**src/sv/mba_pkg.sv**
```systemverilog
// Shared constants, types and register codes of the block averager.
// No dependencies; every file but assert_macros.svh uses this package.
package mba_pkg;

	localparam int CHANNELS = 5;
	localparam int SAMPLE_W = 12;
	localparam int SUM_W    = 22;
	localparam int LEN_W    = 10;
	localparam int DIV_W    = LEN_W + 1;  // divisor reaches 1024
	localparam int CH_W     = (CHANNELS > 1) ? $clog2(CHANNELS) : 1;
	localparam int STEP_W   = $clog2(SUM_W);
	localparam int QUEUE_DEPTH = 2;
	localparam int PTR_W    = (QUEUE_DEPTH > 1) ? $clog2(QUEUE_DEPTH) : 1;
	localparam int PADDR_W  = 3;
	localparam int PDATA_W  = 32;

	localparam logic [SAMPLE_W-1:0] AVG_MAX          = '1;
	localparam logic [LEN_W-1:0]    BLOCK_LENGTH_RST = 10'd50;
	localparam logic [SAMPLE_W-1:0] SATURATION_RST   = 12'd3200;

	typedef enum logic {
		REG_BLOCK_LENGTH     = 1'b0,
		REG_SATURATION_LEVEL = 1'b1
	} reg_idx_t;

	typedef logic [SAMPLE_W-1:0] sample_t;
	typedef logic [SUM_W-1:0]    sum_t;

	// One finished block waiting for division.
	typedef struct packed {
		sum_t [CHANNELS-1:0] sums;
		logic [DIV_W-1:0]    divisor;
		sample_t             sat_level;
	} job_t;

	typedef struct packed {
		sample_t [CHANNELS-1:0] avg;
		logic [CHANNELS-1:0]    mask;
	} result_t;

	typedef struct packed {
		logic full;
		logic empty;
	} queue_status_t;

endpackage

```
**src/sv/mba_in_if.sv**
```systemverilog
// Input channel of the block averager: one scan of samples per item.
// Depends on mba_pkg.
interface mba_in_if;
	logic             valid;
	logic             ready;
	mba_pkg::sample_t sample_0;
	mba_pkg::sample_t sample_1;
	mba_pkg::sample_t sample_2;
	mba_pkg::sample_t sample_3;
	mba_pkg::sample_t sample_4;

	modport source (output valid, sample_0, sample_1, sample_2, sample_3, sample_4,
		input ready);
	modport sink (input valid, sample_0, sample_1, sample_2, sample_3, sample_4,
		output ready);
endinterface

```
**src/sv/mba_out_if.sv**
```systemverilog
// Result channel of the block averager: per-channel averages and saturation mask.
// Depends on mba_pkg.
interface mba_out_if;
	logic                          valid;
	logic                          ready;
	mba_pkg::sample_t              average_0;
	mba_pkg::sample_t              average_1;
	mba_pkg::sample_t              average_2;
	mba_pkg::sample_t              average_3;
	mba_pkg::sample_t              average_4;
	logic [mba_pkg::CHANNELS-1:0]  saturated_mask;

	modport source (output valid, average_0, average_1, average_2, average_3, average_4,
		saturated_mask, input ready);
	modport sink (input valid, average_0, average_1, average_2, average_3, average_4,
		saturated_mask, output ready);
endinterface

```
**src/sv/multichannel_block_averager.sv**
```systemverilog
// Top level of the multichannel block averager: register port, scan front
// end, job queue and shared divider. Depends on mba_pkg, mba_in_if, mba_out_if.
//
// Use: each item on in_ch is one scan of five 12-bit samples. Scans are summed
// per channel; when the scan count reaches block_length (0 means 1024) one
// result leaves on out_ch: five truncated averages, clamped to 4095, and a
// mask bit per channel set where the average is >= saturation_level.
// Scans that do not close a block produce nothing.
// Throughput: scans are taken one per cycle while in_ch.ready is high. The
// divider handles each closed block channel by channel, one quotient bit a
// cycle. Path: the closing scan's job enters the job queue, the idle divider
// pops and divides it, then loads the output register. The two-entry queue
// holds closed blocks while the divider works, so in_ch.ready drops only
// when two closed blocks are waiting. Stall: a result waits in the output
// register until out_ch.ready; the front end sums on until the queue fills.
// Reset (arst_n low): sums and count cleared, block_length = 50,
// saturation_level = 3200, no result pending.
// Registers: 0x0 block_length [9:0], 0x4 saturation_level [11:0]; writes
// leave the running sums untouched.
module multichannel_block_averager (
	input  logic                         clk,
	input  logic                         arst_n,
	input  logic                         psel,
	input  logic                         penable,
	input  logic                         pwrite,
	input  logic [mba_pkg::PADDR_W-1:0]  paddr,
	input  logic [mba_pkg::PDATA_W-1:0]  pwdata,
	output logic [mba_pkg::PDATA_W-1:0]  prdata,
	output logic                         pready,
	mba_in_if.sink                       in_ch,
	mba_out_if.source                    out_ch
);
	import mba_pkg::*;

	logic [LEN_W-1:0]       block_length_q;
	sample_t                saturation_level_q;
	logic                   cfg_write;
	reg_idx_t               reg_idx;
	sample_t [CHANNELS-1:0] samples;
	logic                   push;
	job_t                   push_job;
	logic                   pop;
	job_t                   head;
	queue_status_t          qstat;
	result_t                result;

	// Register port: no wait states, word address selects the register.
	assign pready    = 1'b1;
	assign reg_idx   = reg_idx_t'(paddr[PADDR_W-1]);
	assign cfg_write = psel && penable && pwrite && pready;

	always_ff @(posedge clk or negedge arst_n) begin
		if (!arst_n) begin
			block_length_q     <= BLOCK_LENGTH_RST;
			saturation_level_q <= SATURATION_RST;
		end else if (cfg_write) begin
			unique case (reg_idx)
				REG_BLOCK_LENGTH:     block_length_q     <= pwdata[LEN_W-1:0];
				REG_SATURATION_LEVEL: saturation_level_q <= pwdata[SAMPLE_W-1:0];
			endcase
		end
	end

	always_comb begin
		unique case (reg_idx)
			REG_BLOCK_LENGTH:     prdata = PDATA_W'(block_length_q);
			REG_SATURATION_LEVEL: prdata = PDATA_W'(saturation_level_q);
		endcase
	end

	assign samples[0] = in_ch.sample_0;
	assign samples[1] = in_ch.sample_1;
	assign samples[2] = in_ch.sample_2;
	assign samples[3] = in_ch.sample_3;
	assign samples[4] = in_ch.sample_4;

	mba_front u_front (
		.clk          (clk),
		.arst_n       (arst_n),
		.in_valid     (in_ch.valid),
		.in_ready     (in_ch.ready),
		.samples      (samples),
		.block_length (block_length_q),
		.sat_level    (saturation_level_q),
		.qstat        (qstat),
		.push         (push),
		.push_job     (push_job)
	);

	mba_queue u_queue (
		.clk      (clk),
		.arst_n   (arst_n),
		.push     (push),
		.push_job (push_job),
		.pop      (pop),
		.head     (head),
		.status   (qstat)
	);

	mba_back u_back (
		.clk        (clk),
		.arst_n     (arst_n),
		.qstat      (qstat),
		.head       (head),
		.pop        (pop),
		.out_valid  (out_ch.valid),
		.out_ready  (out_ch.ready),
		.out_result (result)
	);

	assign out_ch.average_0      = result.avg[0];
	assign out_ch.average_1      = result.avg[1];
	assign out_ch.average_2      = result.avg[2];
	assign out_ch.average_3      = result.avg[3];
	assign out_ch.average_4      = result.avg[4];
	assign out_ch.saturated_mask = result.mask;

endmodule

```
**src/sv/mba_front.sv**
```systemverilog
// Front end: accepts scans, keeps running sums and the scan count, and posts
// a finished block to the job queue. Depends on mba_pkg.
module mba_front (
	input  logic                                   clk,
	input  logic                                   arst_n,
	input  logic                                   in_valid,
	output logic                                   in_ready,
	input  mba_pkg::sample_t [mba_pkg::CHANNELS-1:0] samples,
	input  logic [mba_pkg::LEN_W-1:0]              block_length,
	input  mba_pkg::sample_t                       sat_level,
	input  mba_pkg::queue_status_t                 qstat,
	output logic                                   push,
	output mba_pkg::job_t                          push_job
);
	import mba_pkg::*;

	sum_t [CHANNELS-1:0] sums_q;
	sum_t [CHANNELS-1:0] sums_next;
	logic [LEN_W-1:0]    count_q;
	logic [DIV_W-1:0]    len;
	logic [DIV_W-1:0]    next_count;
	logic                accept;
	logic                block_done;

	// Back pressure only when the queue has no free slot.
	assign in_ready = !qstat.full;
	assign accept   = in_valid && in_ready;

	always_comb begin
		// zero length means 1024 scans
		len = (block_length == '0) ? {1'b1, {LEN_W{1'b0}}} : {1'b0, block_length};
		next_count = DIV_W'(count_q) + DIV_W'(1);
		for (int k = 0; k < CHANNELS; k++) begin
			sums_next[k] = sums_q[k] + SUM_W'(samples[k]);
		end
		// >= so that a length lowered mid-block ends it on the next scan
		block_done = (next_count >= len);
	end

	assign push             = accept && block_done;
	assign push_job.sums      = sums_next;
	assign push_job.divisor   = len;
	assign push_job.sat_level = sat_level;

	always_ff @(posedge clk or negedge arst_n) begin
		if (!arst_n) begin
			sums_q  <= '0;
			count_q <= '0;
		end else if (accept) begin
			if (block_done) begin
				sums_q  <= '0;
				count_q <= '0;
			end else begin
				sums_q  <= sums_next;
				count_q <= next_count[LEN_W-1:0];
			end
		end
	end

endmodule

```
**src/sv/mba_queue.sv**
```systemverilog
// Short job queue between the accumulating front end and the divider.
// Depends on mba_pkg.
module mba_queue (
	input  logic                   clk,
	input  logic                   arst_n,
	input  logic                   push,
	input  mba_pkg::job_t          push_job,
	input  logic                   pop,
	output mba_pkg::job_t          head,
	output mba_pkg::queue_status_t status
);
	import mba_pkg::*;

	job_t             slot_q [QUEUE_DEPTH];
	logic [PTR_W-1:0] wr_ptr_q;
	logic [PTR_W-1:0] rd_ptr_q;
	logic [PTR_W:0]   fill_q;

	function automatic logic [PTR_W-1:0] ptr_inc(input logic [PTR_W-1:0] p);
		ptr_inc = (p == PTR_W'(QUEUE_DEPTH - 1)) ? '0 : p + PTR_W'(1);
	endfunction

	assign head         = slot_q[rd_ptr_q];
	assign status.full  = (fill_q == (PTR_W + 1)'(QUEUE_DEPTH));
	assign status.empty = (fill_q == '0);

	always_ff @(posedge clk) begin
		if (push) begin
			slot_q[wr_ptr_q] <= push_job;
		end
	end

	always_ff @(posedge clk or negedge arst_n) begin
		if (!arst_n) begin
			wr_ptr_q <= '0;
			rd_ptr_q <= '0;
			fill_q   <= '0;
		end else begin
			if (push) begin
				wr_ptr_q <= ptr_inc(wr_ptr_q);
			end
			if (pop) begin
				rd_ptr_q <= ptr_inc(rd_ptr_q);
			end
			unique case ({push, pop})
				2'b10:   fill_q <= fill_q + (PTR_W + 1)'(1);
				2'b01:   fill_q <= fill_q - (PTR_W + 1)'(1);
				default: fill_q <= fill_q;
			endcase
		end
	end

endmodule

```
**src/sv/mba_back.sv**
```systemverilog
// Back end: restoring divider, one quotient bit per cycle, shared by all
// channels in turn; clamps, builds the mask and holds the result register.
// Depends on mba_pkg.
module mba_back (
	input  logic                   clk,
	input  logic                   arst_n,
	input  mba_pkg::queue_status_t qstat,
	input  mba_pkg::job_t          head,
	output logic                   pop,
	output logic                   out_valid,
	input  logic                   out_ready,
	output mba_pkg::result_t       out_result
);
	import mba_pkg::*;

	typedef enum logic [2:0] {
		ST_IDLE    = 3'b001,
		ST_DIVIDE  = 3'b010,
		ST_DELIVER = 3'b100
	} state_t;

	state_t                 state_q;
	job_t                   job_q;
	logic [CH_W-1:0]        ch_q;
	logic [CH_W-1:0]        ch_next;
	logic [STEP_W-1:0]      step_q;
	logic [DIV_W-1:0]       rem_q;
	sum_t                   quo_q;
	sample_t [CHANNELS-1:0] avg_q;
	logic [CHANNELS-1:0]    mask_q;
	logic                   out_valid_q;
	result_t                out_q;

	logic [DIV_W:0]   rem_shift;
	logic [DIV_W:0]   rem_sub;
	logic             fits;
	logic [DIV_W-1:0] rem_next;
	sum_t             quo_next;
	sample_t          avg_clamped;
	logic             last_step;
	logic             last_ch;
	logic             out_free;
	logic             load_out;

	always_comb begin
		rem_shift = {rem_q, quo_q[SUM_W-1]};
		rem_sub   = rem_shift - {1'b0, job_q.divisor};
		fits      = (rem_shift >= {1'b0, job_q.divisor});
		// remainder stays below the divisor, so DIV_W bits hold it
		rem_next  = fits ? rem_sub[DIV_W-1:0] : rem_shift[DIV_W-1:0];
		quo_next  = {quo_q[SUM_W-2:0], fits};
		avg_clamped = (|quo_next[SUM_W-1:SAMPLE_W]) ? AVG_MAX : quo_next[SAMPLE_W-1:0];
		last_step = (step_q == STEP_W'(SUM_W - 1));
		last_ch   = (ch_q == CH_W'(CHANNELS - 1));
		ch_next   = ch_q + CH_W'(1);
	end

	assign pop        = (state_q == ST_IDLE) && !qstat.empty;
	assign out_free   = !out_valid_q || out_ready;
	assign load_out   = (state_q == ST_DELIVER) && out_free;
	assign out_valid  = out_valid_q;
	assign out_result = out_q;

	always_ff @(posedge clk or negedge arst_n) begin
		if (!arst_n) begin
			state_q     <= ST_IDLE;
			ch_q        <= '0;
			step_q      <= '0;
			out_valid_q <= 1'b0;
		end else begin
			if (load_out) begin
				out_valid_q <= 1'b1;
			end else if (out_ready) begin
				out_valid_q <= 1'b0;
			end
			unique case (state_q)
				ST_IDLE: begin
					if (pop) begin
						ch_q    <= '0;
						step_q  <= '0;
						state_q <= ST_DIVIDE;
					end
				end
				ST_DIVIDE: begin
					if (last_step) begin
						step_q <= '0;
						if (last_ch) begin
							state_q <= ST_DELIVER;
						end else begin
							ch_q <= ch_next;
						end
					end else begin
						step_q <= step_q + STEP_W'(1);
					end
				end
				ST_DELIVER: begin
					if (out_free) begin
						state_q <= ST_IDLE;
					end
				end
				default: state_q <= ST_IDLE;
			endcase
		end
	end

	// datapath, no reset needed
	always_ff @(posedge clk) begin
		unique case (state_q)
			ST_IDLE: begin
				if (pop) begin
					job_q <= head;
					rem_q <= '0;
					quo_q <= head.sums[0];
				end
			end
			ST_DIVIDE: begin
				if (last_step) begin
					avg_q[ch_q]  <= avg_clamped;
					mask_q[ch_q] <= (avg_clamped >= job_q.sat_level);
					rem_q        <= '0;
					quo_q        <= job_q.sums[ch_next];
				end else begin
					rem_q <= rem_next;
					quo_q <= quo_next;
				end
			end
			ST_DELIVER: begin
				if (out_free) begin
					out_q.avg  <= avg_q;
					out_q.mask <= mask_q;
				end
			end
			default: ;
		endcase
	end

endmodule

```
**src/flat_wrapper.sv**
```systemverilog
// flat-port wrapper written by rule: the top's interface ports become plain ports
module multichannel_block_averager_flat import mba_pkg::*;
  (clk, arst_n, psel, penable, pwrite, paddr, pwdata, prdata, pready, in_ch_valid, in_ch_sample_0, in_ch_sample_1, in_ch_sample_2, in_ch_sample_3, in_ch_sample_4, in_ch_ready, out_ch_valid, out_ch_average_0, out_ch_average_1, out_ch_average_2, out_ch_average_3, out_ch_average_4, out_ch_saturated_mask, out_ch_ready);
  mba_in_if in_ch_i ();
  mba_out_if out_ch_i ();
  input  logic clk;
  input  logic arst_n;
  input  logic psel;
  input  logic penable;
  input  logic pwrite;
  input  logic [mba_pkg::PADDR_W-1:0] paddr;
  input  logic [mba_pkg::PDATA_W-1:0] pwdata;
  output logic [mba_pkg::PDATA_W-1:0] prdata;
  output logic pready;
  input wire logic [$bits(in_ch_i.valid)-1:0] in_ch_valid;
  input wire logic [$bits(in_ch_i.sample_0)-1:0] in_ch_sample_0;
  input wire logic [$bits(in_ch_i.sample_1)-1:0] in_ch_sample_1;
  input wire logic [$bits(in_ch_i.sample_2)-1:0] in_ch_sample_2;
  input wire logic [$bits(in_ch_i.sample_3)-1:0] in_ch_sample_3;
  input wire logic [$bits(in_ch_i.sample_4)-1:0] in_ch_sample_4;
  output wire logic [$bits(in_ch_i.ready)-1:0] in_ch_ready;
  output wire logic [$bits(out_ch_i.valid)-1:0] out_ch_valid;
  output wire logic [$bits(out_ch_i.average_0)-1:0] out_ch_average_0;
  output wire logic [$bits(out_ch_i.average_1)-1:0] out_ch_average_1;
  output wire logic [$bits(out_ch_i.average_2)-1:0] out_ch_average_2;
  output wire logic [$bits(out_ch_i.average_3)-1:0] out_ch_average_3;
  output wire logic [$bits(out_ch_i.average_4)-1:0] out_ch_average_4;
  output wire logic [$bits(out_ch_i.saturated_mask)-1:0] out_ch_saturated_mask;
  input wire logic [$bits(out_ch_i.ready)-1:0] out_ch_ready;
  assign in_ch_i.valid = in_ch_valid;
  assign in_ch_i.sample_0 = in_ch_sample_0;
  assign in_ch_i.sample_1 = in_ch_sample_1;
  assign in_ch_i.sample_2 = in_ch_sample_2;
  assign in_ch_i.sample_3 = in_ch_sample_3;
  assign in_ch_i.sample_4 = in_ch_sample_4;
  assign in_ch_ready = in_ch_i.ready;
  assign out_ch_valid = out_ch_i.valid;
  assign out_ch_average_0 = out_ch_i.average_0;
  assign out_ch_average_1 = out_ch_i.average_1;
  assign out_ch_average_2 = out_ch_i.average_2;
  assign out_ch_average_3 = out_ch_i.average_3;
  assign out_ch_average_4 = out_ch_i.average_4;
  assign out_ch_saturated_mask = out_ch_i.saturated_mask;
  assign out_ch_i.ready = out_ch_ready;
  multichannel_block_averager u_core (.clk(clk), .arst_n(arst_n), .psel(psel), .penable(penable), .pwrite(pwrite), .paddr(paddr), .pwdata(pwdata), .prdata(prdata), .pready(pready), .in_ch(in_ch_i), .out_ch(out_ch_i));
endmodule
```
**config.mk**
```make
export PLATFORM = sky130hd
export DESIGN_NAME = multichannel_block_averager_flat
export DESIGN_NICKNAME = d
export VERILOG_FILES = /design/src/sv/mba_pkg.sv /design/src/sv/mba_in_if.sv /design/src/sv/mba_out_if.sv /design/src/sv/multichannel_block_averager.sv /design/src/sv/mba_front.sv /design/src/sv/mba_queue.sv /design/src/sv/mba_back.sv /design/src/flat_wrapper.sv
export SDC_FILE = /design/constraint.sdc
export NUM_CORES = 1
export LEC_CHECK = 0
export BUFFER_PORTS_ARGS = -buffer_cell sky130_fd_sc_hd__buf_4
export CAP_MARGIN = 20
export CORE_MARGIN = 2
export CORE_UTILIZATION = 35
export DETAILED_ROUTE_END_ITERATION = 12
export SYNTH_ARGS = -nofsm -noshare
export SYNTH_HDL_FRONTEND = slang
export SYNTH_HIERARCHICAL = 1
export SYNTH_SLANG_ARGS = --single-unit
```
**constraint.sdc**
```tcl
create_clock -name clk -period 8.8 [get_ports clk]
set_clock_uncertainty 0.2 [all_clocks]
set_input_delay 1.32 -clock clk [delete_from_list [all_inputs] [get_ports clk]]
set_output_delay 1.32 -clock clk [all_outputs]
set_load 0.1 [all_outputs]
```
**Yosys cells after proc, flatten, opt, wreduce, memory -nomap -nowiden**

Memory sizes are Yosys's and may differ from the RTL's.
Cells that the tools add are included.
Widths: inputs -> output; s select.

- $add $sub $neg: 13
- $lt $le $gt $ge: 6
- Equality and inequality tests: 13
- Mux-type cells: 39
- Bitwise logic cells: 1
- Reduce and logical (&&, ||, !) cells: 25

Operators by type and width:

| kind | count |
|---|---|
| $add 22x12->22 | 5 |
| $mux 110 | 1 |
| $bmux 22 s3 | 1 |
| $mux 22 | 3 |
| $pmux 32 s2 | 1 |
| $bwmux 60 | 1 |
| $mux 11 | 4 |
| $pmux 22 s2 | 1 |
| $demux 12 s3 | 1 |
| $mux 12 | 2 |
| $pmux 11 s2 | 1 |
| $mux 3 | 7 |
| $ge 12x11->1 | 1 |
| $ge 12x12->1 | 1 |
| $reduce_and 2->1 | 6 |
| $add 10x1->11 const B | 1 |
| $ge 11x11->1 | 1 |
| $sub 11x11->11 | 1 |
| $logic_not 10->1 | 1 |
| $mux 10 | 1 |
| $mux 5 | 2 |
| $pmux 5 s2 | 1 |
| $reduce_or 10->1 | 1 |
| $pmux 3 s3 | 1 |
| 27 further kinds | 51 |

- Register bits: 454
- RAM bits: 266
- Input bits: 102
- Output and inout bits: 100
- Logic and storage cells: 134
- Memories: 1

Memories:

| name | depth | width | rd ports | clocked after memory_dff | write ports | RTL line | text |
|---|---|---|---|---|---|---|---|
| u_core.u_queue.slot_q | 2 | 133 | 1 | 0 | 1 | mba_queue.sv:14 | `job_t slot_q [QUEUE_DEPTH];` |

**Depth between registers and ports, before layout**

- Depth in word-level cells: 6
- Mapped depth: 19
- Depth with buffers taken out: 17

**Cells and area by module**

The synthesis kept the hierarchy.

By module, submodules not included:

| module | instances | cells an instance | area each (um2) | seq. area each (um2) |
|---|---|---|---|---|
| mba_back | 1 | 697 | 11868.9 | 9190.1 |
| mba_queue | 1 | 430 | 10019.6 | 8087.8 |
| mba_front | 1 | 1058 | 9067.4 | 3002.9 |
| multichannel_block_averager | 1 | 84 | 1178.6 | 558.0 |

**Least setup slack after synthesis**

OpenSTA, ideal clock, no wires.

- Kind: reg-to-reg
- Start: register u_core.u_front.count_q[0]
- End: memory u_core/u_queue/slot_q[0][0] (netlist bit) (enable)
- Arrival: 8319 ps
- Required time: 7974 ps
- Path slack: -345 ps
- Cell stages (with the launch flop): 16
- Period minus slack after synthesis: 9145 ps
- Cells stage by stage: dfrtp_1 ha_1 and3_1 and3_1 and3_1 and3_1 ha_1 a2111oi_2 nor3b_2 o211a_1 nor2_1 buf_6 nand2_1 inv_1 inv_1 nor2_1

- Cells in the longest elaborated chain, start to end: 5

RTL lines:

| item | RTL line | text |
|---|---|---|
| from (decl) | mba_front.sv:19 | `logic [LEN_W-1:0] count_q;` |
| from (signal assigned) | mba_front.sv:55 | `count_q <= next_count[LEN_W-1:0];` |
| $add 10x1->11 | mba_front.sv:32 | `next_count = DIV_W'(count_q) + DIV_W'(1);` |
| $ge 11x11->1 | mba_front.sv:37 | `block_done = (next_count >= len);` |
| $logic_and 1x1->1 | mba_front.sv:40 | `assign push = accept && block_done;` |
| named net u_core.push | multichannel_block_averager.sv:40 | `logic push;` |
| $mux 1 | mba_queue.sv:28 | `if (push) begin` |
| $mux 1 (not written as such) | mba_queue.sv:29 | `slot_q[wr_ptr_q] <= push_job;` |
| to (decl) | mba_queue.sv:14 |  |

The timed path passes the listed nets, and every way through them passes these cells.

**Worst setup path after layout**

- Start: register u_core.u_front.count_q[0]
- End: memory u_core/u_queue/slot_q[1][108] (netlist bit) (enable)

Same word-level chain as after synthesis.

==> metrics.csv <==
stage,metric,value,unit
run_status,status,"complete, no violations",
clock_network,Clock Latency Late Sink,650,ps
routing,WL/cell,19.9,um
yosys,Synth Cell Area,0.0321,mm2
die,core box area,0.0914,mm2
die,die height,307,um
routing,Antenna Violating Nets Remaining,0,
timing,# setup viols final,0,
timing,final worst slack,3390,ps
timing,Rel. slew slack,29.7,%
finish,post-route insts no fill,3680,
yosys,Synth Flop Type,edfxtp_1,
clock_network,hold-fix buffers at CTS,0,
place,Final Wtd Congestion,0.832,
timing,worst slew pin tran,1050,ps
global_route,number of global-route vias before repair,19171,
routing,Detailed Routing Iterations Pass 1,7,
timing,Final period util,61.5,%
clock_network,CTS tree,built,
place,# port buffers,158,
die,die area,0.0943,mm2
critical_path,worst-path fanout max,45,
clock_network,clock buffer depth,3,
yosys,"Seq/Total Area, Yosys",64.8,%
finish,Layout fillers,8295,
power_and_ir_drop,leak pwr,13.9,nW
worst_hold_path,type of the tightest min-delay check,register to register,
clock_network,Clock Sinks,720,
power_and_ir_drop,Peak VDD IR,188,uV
global_route,initial antenna violation count,4,
critical_path,CP required,8880,ps
die,I/O pin total,202,
critical_path,CP Launch Type,register,
run,Max-Cap Viols,0,
clock_network,CTS buffer count,77,
finish,final instance area,0.0373,mm2
finish,area occupied by multi-input gates,0.0105,mm2
finish,fraction of layout instances using a drive strength above 1,22.8,%
power_and_ir_drop,PwrDens,342,mW/mm2
finish,final core utilization,40.8,%
routing,DRC,0,
die,Die Wd,307,um
die,FP Rows,111,
finish,register area,0.0208,mm2
yosys,Post-synth EDFFs,562,
place,Placed Cells,3532,
finish,Area growth syn-to-layout,16.1,%
place,Post-DP Area,0.0345,mm2
finish,nets@finish,2635,
timing,RSZ-0062 raised after global routing,no,
routing,Detailed Route Iter0 Violations,1390,
timing,Final Max Tran Viols,0,
global_route,largest net degree at the start of global routing,115,
yosys,Synth Instances,2269,
timing,Fmax,185,MHz
yosys,Synth cell types,87,
routing,final wirelength,73100,um
critical_path,Setup CP Type,register to register,
timing,final hold violations,0,
clock_network,Root Driver,clkbuf_16,
critical_path,worst path arrival time,5490,ps
timing,Final TNS setup,0,ps
place,"worst slack, placed",3190,ps
yosys,Mean Syn Cell Area,14.2,um2
power_and_ir_drop,Tot Pwr,12.8,mW
yosys,asr flop ratio synth,21.9,%
timing,hold_ws,213,ps
global_route,All-Layer GR Usage,15.4,%
timing,fin crit period,5410,ps
clock_network,"Clk pin slew, worst setup/hold paths",60,ps
clock_network,CTS H-tree depth,3,
critical_path,CP Capture Type,register,
yosys,"FF+latch count, synth",720,
routing,routed vias/inst,5.16,
global_route,first-pass GRT wire length,112000,um
routing,Vias,18989,
clock_network,# Post-CTS Setup Buffers,0,
clock_network,post_cts resized,0,
die,Initial Utilization,35.2,%
yosys,Yosys warning count,6,
place,HPWL Detailed,48400,um
global_route,total gr overflow,0,
-- flip-flops by register name, summed over array words and instances (netlist names) --
register and flops:
u_core/u_front/sums_q 110, u_core/u_back/step_q 5, u_core/u_back/avg_q 60, u_core/u_back/ch_q 3, u_core/u_queue/rd_ptr_q 1, u_core/u_back/job_q 133
u_core/u_back/out_valid 1, u_core/u_back/out_result 65, u_core/u_queue/wr_ptr_q 1, u_core/u_back/mask_q 5, u_core/u_queue/fill_q 2, u_core/u_queue/slot_q 266
u_core/u_back/state_q 3, u_core/saturation_level_q 12, u_core/block_length_q 10, u_core/u_back/quo_q 22, u_core/u_front/count_q 10, u_core/u_back/rem_q 11
-- path summary, 6_finish.rpt --
kind	startpoint	end	slack [ps]	cells after the start
worst min register to register	u_core/u_back/avg_q[5]	u_core/u_back/out_result[10]	210	0
max in group asynchronous	arst_n	u_core/u_front/sums_q[48]	6370	3
worst max register to register	u_core/u_front/count_q[0]	u_core/u_queue/slot_q[1][108]	3390	16
worst min-delay path	u_core/u_back/avg_q[5]	u_core/u_back/out_result[10]	210	0
worst max-delay path	u_core/u_front/count_q[0]	u_core/u_queue/slot_q[1][108]	3390	16
min in group asynchronous	arst_n	u_core/u_front/sums_q[44]	430	1
-- cells in the mapped netlist, types with 50 or more instances --
cell,count,area [um2]
nand2_1,224,841
ha_1,100,1250
a21oi_1,61,305
inv_1,67,251
clkbuf_1,57,214
edfxtp_1,562,16900
xor2_1,50,438
o21ai_0,142,711
dfrtp_1,151,3780
mux2_2,96,1080
mux2_4,70,1050
xnor2_1,66,578
nor2_1,81,304
-- report_power, final --
| group | internal (mW) | leakage (nW) | total (mW) | switching (mW) |
|---|---|---|---|---|
| clock | 2.06 | 1.34 | 3.46 | 1.40 |
| combinational | 1.56 | 5.75 | 4.05 | 2.48 |
| sequential | 4.79 | 6.81 | 5.27 | 0.478 |
-- worst max-delay path, cell delays in order, from the launching register on --
cell and delay (ps):
dfrtp_1 430, ha_1 280, and3_1 210, and3_1 220, and3_1 250, and3_1 200
ha_1 300, a2111oi_2 80, nor3b_2 160, o211a_1 170, nor2_4 110, buf_4 330
nand2_1 370, inv_1 230, and2_4 530, buf_12 310, buf_4 590
-- layout by cell type (no fill, tap or decap), types with 13 or more instances in the layout --
cell	synthesis	layout
or2_2	15	15
a21o_1	27	27
xor2_1	50	50
inv_1	67	66
nor2_1	81	78
clkbuf_16	0	78
o21bai_1	13	13
nand2b_1	13	13
nand4_1	14	14
mux2_2	96	96
xnor2_1	66	65
buf_4	35	186
mux4_2	21	21
nor2b_1	16	15
o211ai_1	17	17
or4_1	17	17
o21ai_0	142	142
nor3_1	15	14
and3_1	22	22
nand2_1	224	223
a22o_1	25	25
conb_1	2	21
edfxtp_1	562	562
mux2_4	70	70
a21oi_1	61	61
nand3_1	44	44
a22oi_1	22	22
dfrtp_1	151	149
a31oi_1	17	17
clkinv_2	0	16
o31ai_1	17	17
ha_1	100	100
-- final cells by class --
class	count	area share [%]
diodes	2	0.0134
clock buffers	95	5.56
clock inverters	49	1.83
inverters	67	0.681
multi-input cells	1371	28.1
flip-flops and latches	720	55.9
well taps	1186	3.98
repair buffers	190	3.95
-- cells by family (layout without fill, tap and decap cells) --
logic type	count (synthesis)	in the layout	share of synthesized area (%)
DFF	720	720	64.8
buffers and inverters	197	401	3.08
adders and majority gates	106	106	4.27
other	2	23	0.0234
and+or+nand+nor	506	506	7.46
xor gates and xnor gates	116	116	3.16
muxes	195	195	8.36
AOI/OAI and AO/OA	427	427	8.80
-- per-layer routing --
metal  track usage [%]  vias to the layer above  part of all wire (%)
li1                  -                     8764                     -
met1              20.9                     9492                    44
met2              25.0                      594                    47
met3              2.64                      133                   5.8
met4              5.35                        6                   2.8
met5                 0                        -                 0.045
(Power assumes the default switching activity.)
